===== src/rtl/gdc_pkg.sv =====
// shared constants and item types for the grid declutter block
// no dependencies; imported by every module of the block
package gdc_pkg;

    localparam int MAX_CELLS     = 4096;
    localparam int COORD_BITS    = 16;
    localparam int INT_BITS      = 20;
    localparam int CELL_NUM_BITS = 12;
    localparam int CS_BITS       = 8;
    localparam int GRID_BITS     = 13;
    localparam int CELL_BITS     = (MAX_CELLS > 1) ? $clog2(MAX_CELLS) : 1;
    localparam int CFG_IDX_BITS  = 3;
    localparam int CFG_DATA_BITS = 16;
    localparam int PROD_BITS     = COORD_BITS + GRID_BITS;
    localparam int SUM_BITS      = PROD_BITS + 1;
    localparam int CMP_BITS      = 17;

    // register indexes of the configuration port
    localparam logic [CFG_IDX_BITS-1:0] CFG_MAP_LEFT   = 3'd0;
    localparam logic [CFG_IDX_BITS-1:0] CFG_MAP_TOP    = 3'd1;
    localparam logic [CFG_IDX_BITS-1:0] CFG_MAP_WIDTH  = 3'd2;
    localparam logic [CFG_IDX_BITS-1:0] CFG_MAP_HEIGHT = 3'd3;
    localparam logic [CFG_IDX_BITS-1:0] CFG_CELL_SIZE  = 3'd4;
    localparam logic [CFG_IDX_BITS-1:0] CFG_GRID_COLS  = 3'd5;
    localparam logic [CFG_IDX_BITS-1:0] CFG_GRID_ROWS  = 3'd6;

    localparam logic ACT_OFFER = 1'b0;
    localparam logic ACT_READ  = 1'b1;

    typedef struct packed {
        logic                     action;
        logic [COORD_BITS-1:0]    pos_x;
        logic [COORD_BITS-1:0]    pos_y;
        logic [INT_BITS-1:0]      intensity;
        logic                     on_map;
        logic [CELL_NUM_BITS-1:0] cell_sel;
    } t_cmd;

    typedef struct packed {
        logic                     hit;
        logic [CELL_NUM_BITS-1:0] cell_num;
        logic [COORD_BITS-1:0]    out_x;
        logic [COORD_BITS-1:0]    out_y;
        logic [INT_BITS-1:0]      out_intensity;
    } t_res;

    // one cell entry of the survivor memory
    typedef struct packed {
        logic                  valid;
        logic [COORD_BITS-1:0] x;
        logic [COORD_BITS-1:0] y;
        logic [INT_BITS-1:0]   inten;
    } t_cell_word;

endpackage


===== src/rtl/gdc_div.sv =====
// bit-serial divider: column and row offsets divided by the cell size, both lanes together
// depends on gdc_pkg
module gdc_div (
    input  logic                           i_clk,
    input  logic                           i_rst_n,
    input  logic                           i_start,
    input  logic [gdc_pkg::COORD_BITS-1:0] i_dx,
    input  logic [gdc_pkg::COORD_BITS-1:0] i_dy,
    input  logic [gdc_pkg::CS_BITS-1:0]    i_divisor,
    output logic                           o_done,
    output logic [gdc_pkg::COORD_BITS-1:0] o_col,
    output logic [gdc_pkg::COORD_BITS-1:0] o_row
);
    import gdc_pkg::*;

    localparam int CNT_BITS = $clog2(COORD_BITS);

    logic                  r_run, n_run;
    logic                  r_done, n_done;
    logic [CNT_BITS-1:0]   r_cnt, n_cnt;
    logic [COORD_BITS-1:0] r_qx, n_qx, r_qy, n_qy;
    logic [CS_BITS-1:0]    r_rx, n_rx, r_ry, n_ry;
    logic [CS_BITS-1:0]    r_d, n_d;
    logic [CS_BITS:0]      w_tx, w_ty;

    assign w_tx = {r_rx, r_qx[COORD_BITS-1]};
    assign w_ty = {r_ry, r_qy[COORD_BITS-1]};

    always_comb begin
        n_run  = r_run;
        n_done = 1'b0;
        n_cnt  = r_cnt;
        n_qx   = r_qx;
        n_qy   = r_qy;
        n_rx   = r_rx;
        n_ry   = r_ry;
        n_d    = r_d;
        if (i_start) begin
            n_run = 1'b1;
            n_cnt = '0;
            n_qx  = i_dx;
            n_qy  = i_dy;
            n_rx  = '0;
            n_ry  = '0;
            n_d   = i_divisor;
        end else if (r_run) begin
            // restoring step, one quotient bit per lane
            if (w_tx >= {1'b0, r_d}) begin
                n_rx = CS_BITS'(w_tx - {1'b0, r_d});
                n_qx = {r_qx[COORD_BITS-2:0], 1'b1};
            end else begin
                n_rx = w_tx[CS_BITS-1:0];
                n_qx = {r_qx[COORD_BITS-2:0], 1'b0};
            end
            if (w_ty >= {1'b0, r_d}) begin
                n_ry = CS_BITS'(w_ty - {1'b0, r_d});
                n_qy = {r_qy[COORD_BITS-2:0], 1'b1};
            end else begin
                n_ry = w_ty[CS_BITS-1:0];
                n_qy = {r_qy[COORD_BITS-2:0], 1'b0};
            end
            n_cnt = CNT_BITS'(r_cnt + 1'b1);
            if (r_cnt == CNT_BITS'(COORD_BITS - 1)) begin
                n_run  = 1'b0;
                n_done = 1'b1;
            end
        end
    end

    always_ff @(posedge i_clk) begin
        if (!i_rst_n) begin
            r_run  <= 1'b0;
            r_done <= 1'b0;
            r_cnt  <= '0;
        end else begin
            r_run  <= n_run;
            r_done <= n_done;
            r_cnt  <= n_cnt;
        end
    end

    always_ff @(posedge i_clk) begin
        r_qx <= n_qx;
        r_qy <= n_qy;
        r_rx <= n_rx;
        r_ry <= n_ry;
        r_d  <= n_d;
    end

    assign o_done = r_done;
    assign o_col  = r_qx;
    assign o_row  = r_qy;

endmodule


===== config.mk =====
export PLATFORM = sky130hd
export DESIGN_NAME = gdc_div
export DESIGN_NICKNAME = d
export VERILOG_FILES = /design/src/rtl/gdc_pkg.sv /design/src/rtl/gdc_div.sv
export SDC_FILE = /design/constraint.sdc
export NUM_CORES = 1
export LEC_CHECK = 0
export BUFFER_PORTS_ARGS = -buffer_cell sky130_fd_sc_hd__buf_2
export CAP_MARGIN = 20
export CORE_ASPECT_RATIO = 1.1
export CORE_MARGIN = 2
export CORE_UTILIZATION = 33
export CTS_BUF_LIST = sky130_fd_sc_hd__clkbuf_4
export CTS_CLUSTER_DIAMETER = 80
export DETAILED_ROUTE_END_ITERATION = 7
export GPL_ROUTABILITY_DRIVEN = 0
export MAX_ROUTING_LAYER = met4
export PLACE_DENSITY = 0.55
export SETUP_SLACK_MARGIN = 0.1
export SLEW_MARGIN = 30
export SYNTH_ARGS = -nofsm -noshare
export SYNTH_HDL_FRONTEND = slang
export SYNTH_SLANG_ARGS = --single-unit

===== constraint.sdc =====
create_clock -name i_clk -period 4.18 [get_ports i_clk]
set_input_delay 0.836 -clock i_clk [delete_from_list [all_inputs] [get_ports i_clk]]
set_output_delay 0.836 -clock i_clk [all_outputs]
set_load 0.01 [all_outputs]

==> metrics.csv <==
metric;value;unit
antenna_found_initial;0;
clkTransAtPathRegs;0.11;ns
yosys.cell_types.count;42;
worst_path_most_repeated_cell;o31ai_1;
syn_nets;349;
worstPathMaxFanout;3;
worst_pin_slew;0.704;ns
fin_crit;2.04;ns
synthCells;287;
yosys_warnings;0;
start_util;34.0;%
final_max_slew_viol_count;0;
drc;0;
crit_required;4.46;ns
maxCapViolCount;0;
synth-async-reset-ratio;0;%
die-width;100;um
synth_commonest_cells;edfxtp_1 (40), mux2_2 (32), dfxtp_1 (22), inv_1 (22), nor2_1 (22);
cp.depth;8;
ir_drop;0.198;mV
path_buf_inv;1;
place_hpwl;5150;um
hold_class;reg -> reg;
clock_skew;0.0200;ns
reg2reg_from;o_col[15];
antennaDiodeCount;0;
grtUsageTotal;13.6;%
cp-startpoint;o_col[15];
grt_pass1_wl;11400;um
nNetsFinal;428;
io_buffer_count;75;
fp-row-count;38;
avgViaCountPerCell;4.94;
slowest_stage;edfxtp_1;
ys_ff_latch;62;
setup_tns;0;ns
postRouteAntennaNets;0;
clock.fmax;491;MHz
status;complete, no violations;
yosysMostFrequentCell;edfxtp_1;
rrSetupSlack;2.14;ns
ctsResizeCount;0;
cts_tree;done;
stdcell_count;491;
reg2reg_depth;8;
grt_pass1_vias;2406;
area_delta_synth_final;18.9;%
core;9890;um^2
power.density;374;nW/um^2
final-setup-viol-count;0;
hold_violations;0;
synth_top_area_share;35.7;%
crit_path_cell_trace;inv_1 -> ha_1 -> fa_1 -> nor2b_1 -> o31ai_1 -> mux2i_1 -> o2111a_1 -> o31ai_1;
slew-limit-headroom;53.0;%
vias;2426;
hold_buffers;0;
io_pins;76;
ctsRootBufferMaster;clkbuf_4;
utilization;40.5;%
max_stage_delay;0.41;ns
layout-drive-gt1-share;38.8;%
worst_setup_path_start_kind;flop;
drtIter0Drc;84;
critPathTopFamily;compound AO/OA/AOI/OAI gates;
dpl-instance-area;3850;um^2
insertion_delay;0.40;ns
rsz0062_at_grt;no;
clkSinkCount;62;
syn-cell-area;3370;um^2
grt_max_degree;49;
cp-endpoint;r_rx[6];
cts-buffers-inserted;9;
overflow;0;
end_kind;flop;
synth-edff-count;40;
crit_arrival;2.31;ns
p_leak;1.66;nW
wl_per_cell;14.3;um
die_h;110;um
crit_type;reg -> reg;
clock_path_buffers;2;
finalCritPeriodShare;48.7;%
ys_seq_area_share;48.8;%
ys_top_cells_by_area;edfxtp_1 (36%), dfxtp_1 (13%), mux2_2 (11%);
post_cts_buffers;0;
htreeDepth;3;
synth_ff_type;edfxtp_1;
die-area;11000;um^2
drt-total-wl;7040;um
syn_area_per_cell;11.7;um^2
firstDrtPassIters;4;
synth_top_cell_by_area;edfxtp_1;
dp_cells;475;
fin_area;4000;um^2
r2r-end;r_rx[6];
[report_power, final]
| group | leakage, nW | switching, mW | internal, mW |
|---|---|---|---|
| Clock | 0.0810 | 0.226 | 0.239 |
| Combinational | 0.999 | 0.155 | 0.138 |
| Sequential | 0.580 | 0.0291 | 0.710 |
[placed cells by master, fill, tap and decap left out, types with 5 or more instances in the layout]
master | Yosys | routed
buf_2 | 3 | 75
edfxtp_1 | 40 | 40
mux2_2 | 32 | 32
inv_1 | 22 | 22
nor2_1 | 22 | 22
dfxtp_1 | 22 | 22
ha_1 | 17 | 17
nand2_1 | 16 | 16
mux2i_1 | 9 | 9
clkbuf_4 | 0 | 9
o21ai_0 | 8 | 8
nor2b_1 | 7 | 7
a31oi_1 | 6 | 6
a211oi_1 | 6 | 6
o22ai_1 | 6 | 6
a21oi_1 | 5 | 5
nor3_1 | 5 | 5
xnor2_1 | 5 | 5
[worst min path at each step]
stage | from | to | slack, ns | cells after the start
3_3_place_gp | r_cnt[3] | o_done | 0.46 | 2
4_1_cts | r_cnt[3] | o_done | 0.49 | 2
5_1_grt | r_ry[3] | r_ry[3] | 0.54 | 2
2_1_floorplan | r_cnt[3] | o_done | 0.44 | 2
3_5_place_dp | r_cnt[3] | o_done | 0.47 | 2
6_report | r_cnt[3] | o_done | 0.49 | 2
[area by class of cell]
cell class | instances | area, um^2
Fill cell | 990 | 5890
Sequential cell | 62 | 1640
Multi-Input combinational cell | 194 | 1580
Timing Repair Buffer | 77 | 390
Tap cell | 120 | 150
Clock inverter | 7 | 88.8
Inverter | 22 | 82.6
Clock buffer | 9 | 67.6
[state kept, by name (all words and copies together) (netlist names)]
signal,count
r_ry,8
r_run,1
o_row,16
r_rx,8
r_cnt,4
o_done,1
o_col,16
r_d,8
[stage by stage]
stage | setup WS [ns] | hold WS (ns) | power [mW]
finish | 2.14 | 0.485 | 1.50
global route | 1.96 | 0.536 | 1.57
CTS | 2.10 | 0.488 | 1.52
detailed placement | 1.90 | 0.470 | 1.05
global placement | 1.98 | 0.460 | 1.04
floorplan | 1.92 | 0.439 | 0.956
[worst min-delay path: stages, from the launching register on]
cell and delay, ns:
dfxtp_1 0.35, nand2_1 0.06, nor3_1 0.04
[routing by layer]
| layer | vias to the layer above | global-route usage, % | part of all wire (%) |
|---|---|---|---|
| met3 | 9 | 5.53 | 7.2 |
| met4 | 0 | 3.33 | 1.3 |
| met5 | - | - | 0 |
| li1 | 1224 | - | - |
| met1 | 1134 | 17.5 | 48 |
| met2 | 59 | 20.0 | 44 |
[cells by family after synthesis]
kind of cell               share of synthesized area, %
buffers and inverters                              4.24
and+or+nand+nor                                    9.26
muxes                                              14.3
xor gates and xnor gates                           2.34
AOI/OAI and AO/OA                                  13.6
DFF                                                48.8
adders and majority gates                          7.51
No activity file was read; power rests on OpenSTA's default activity.
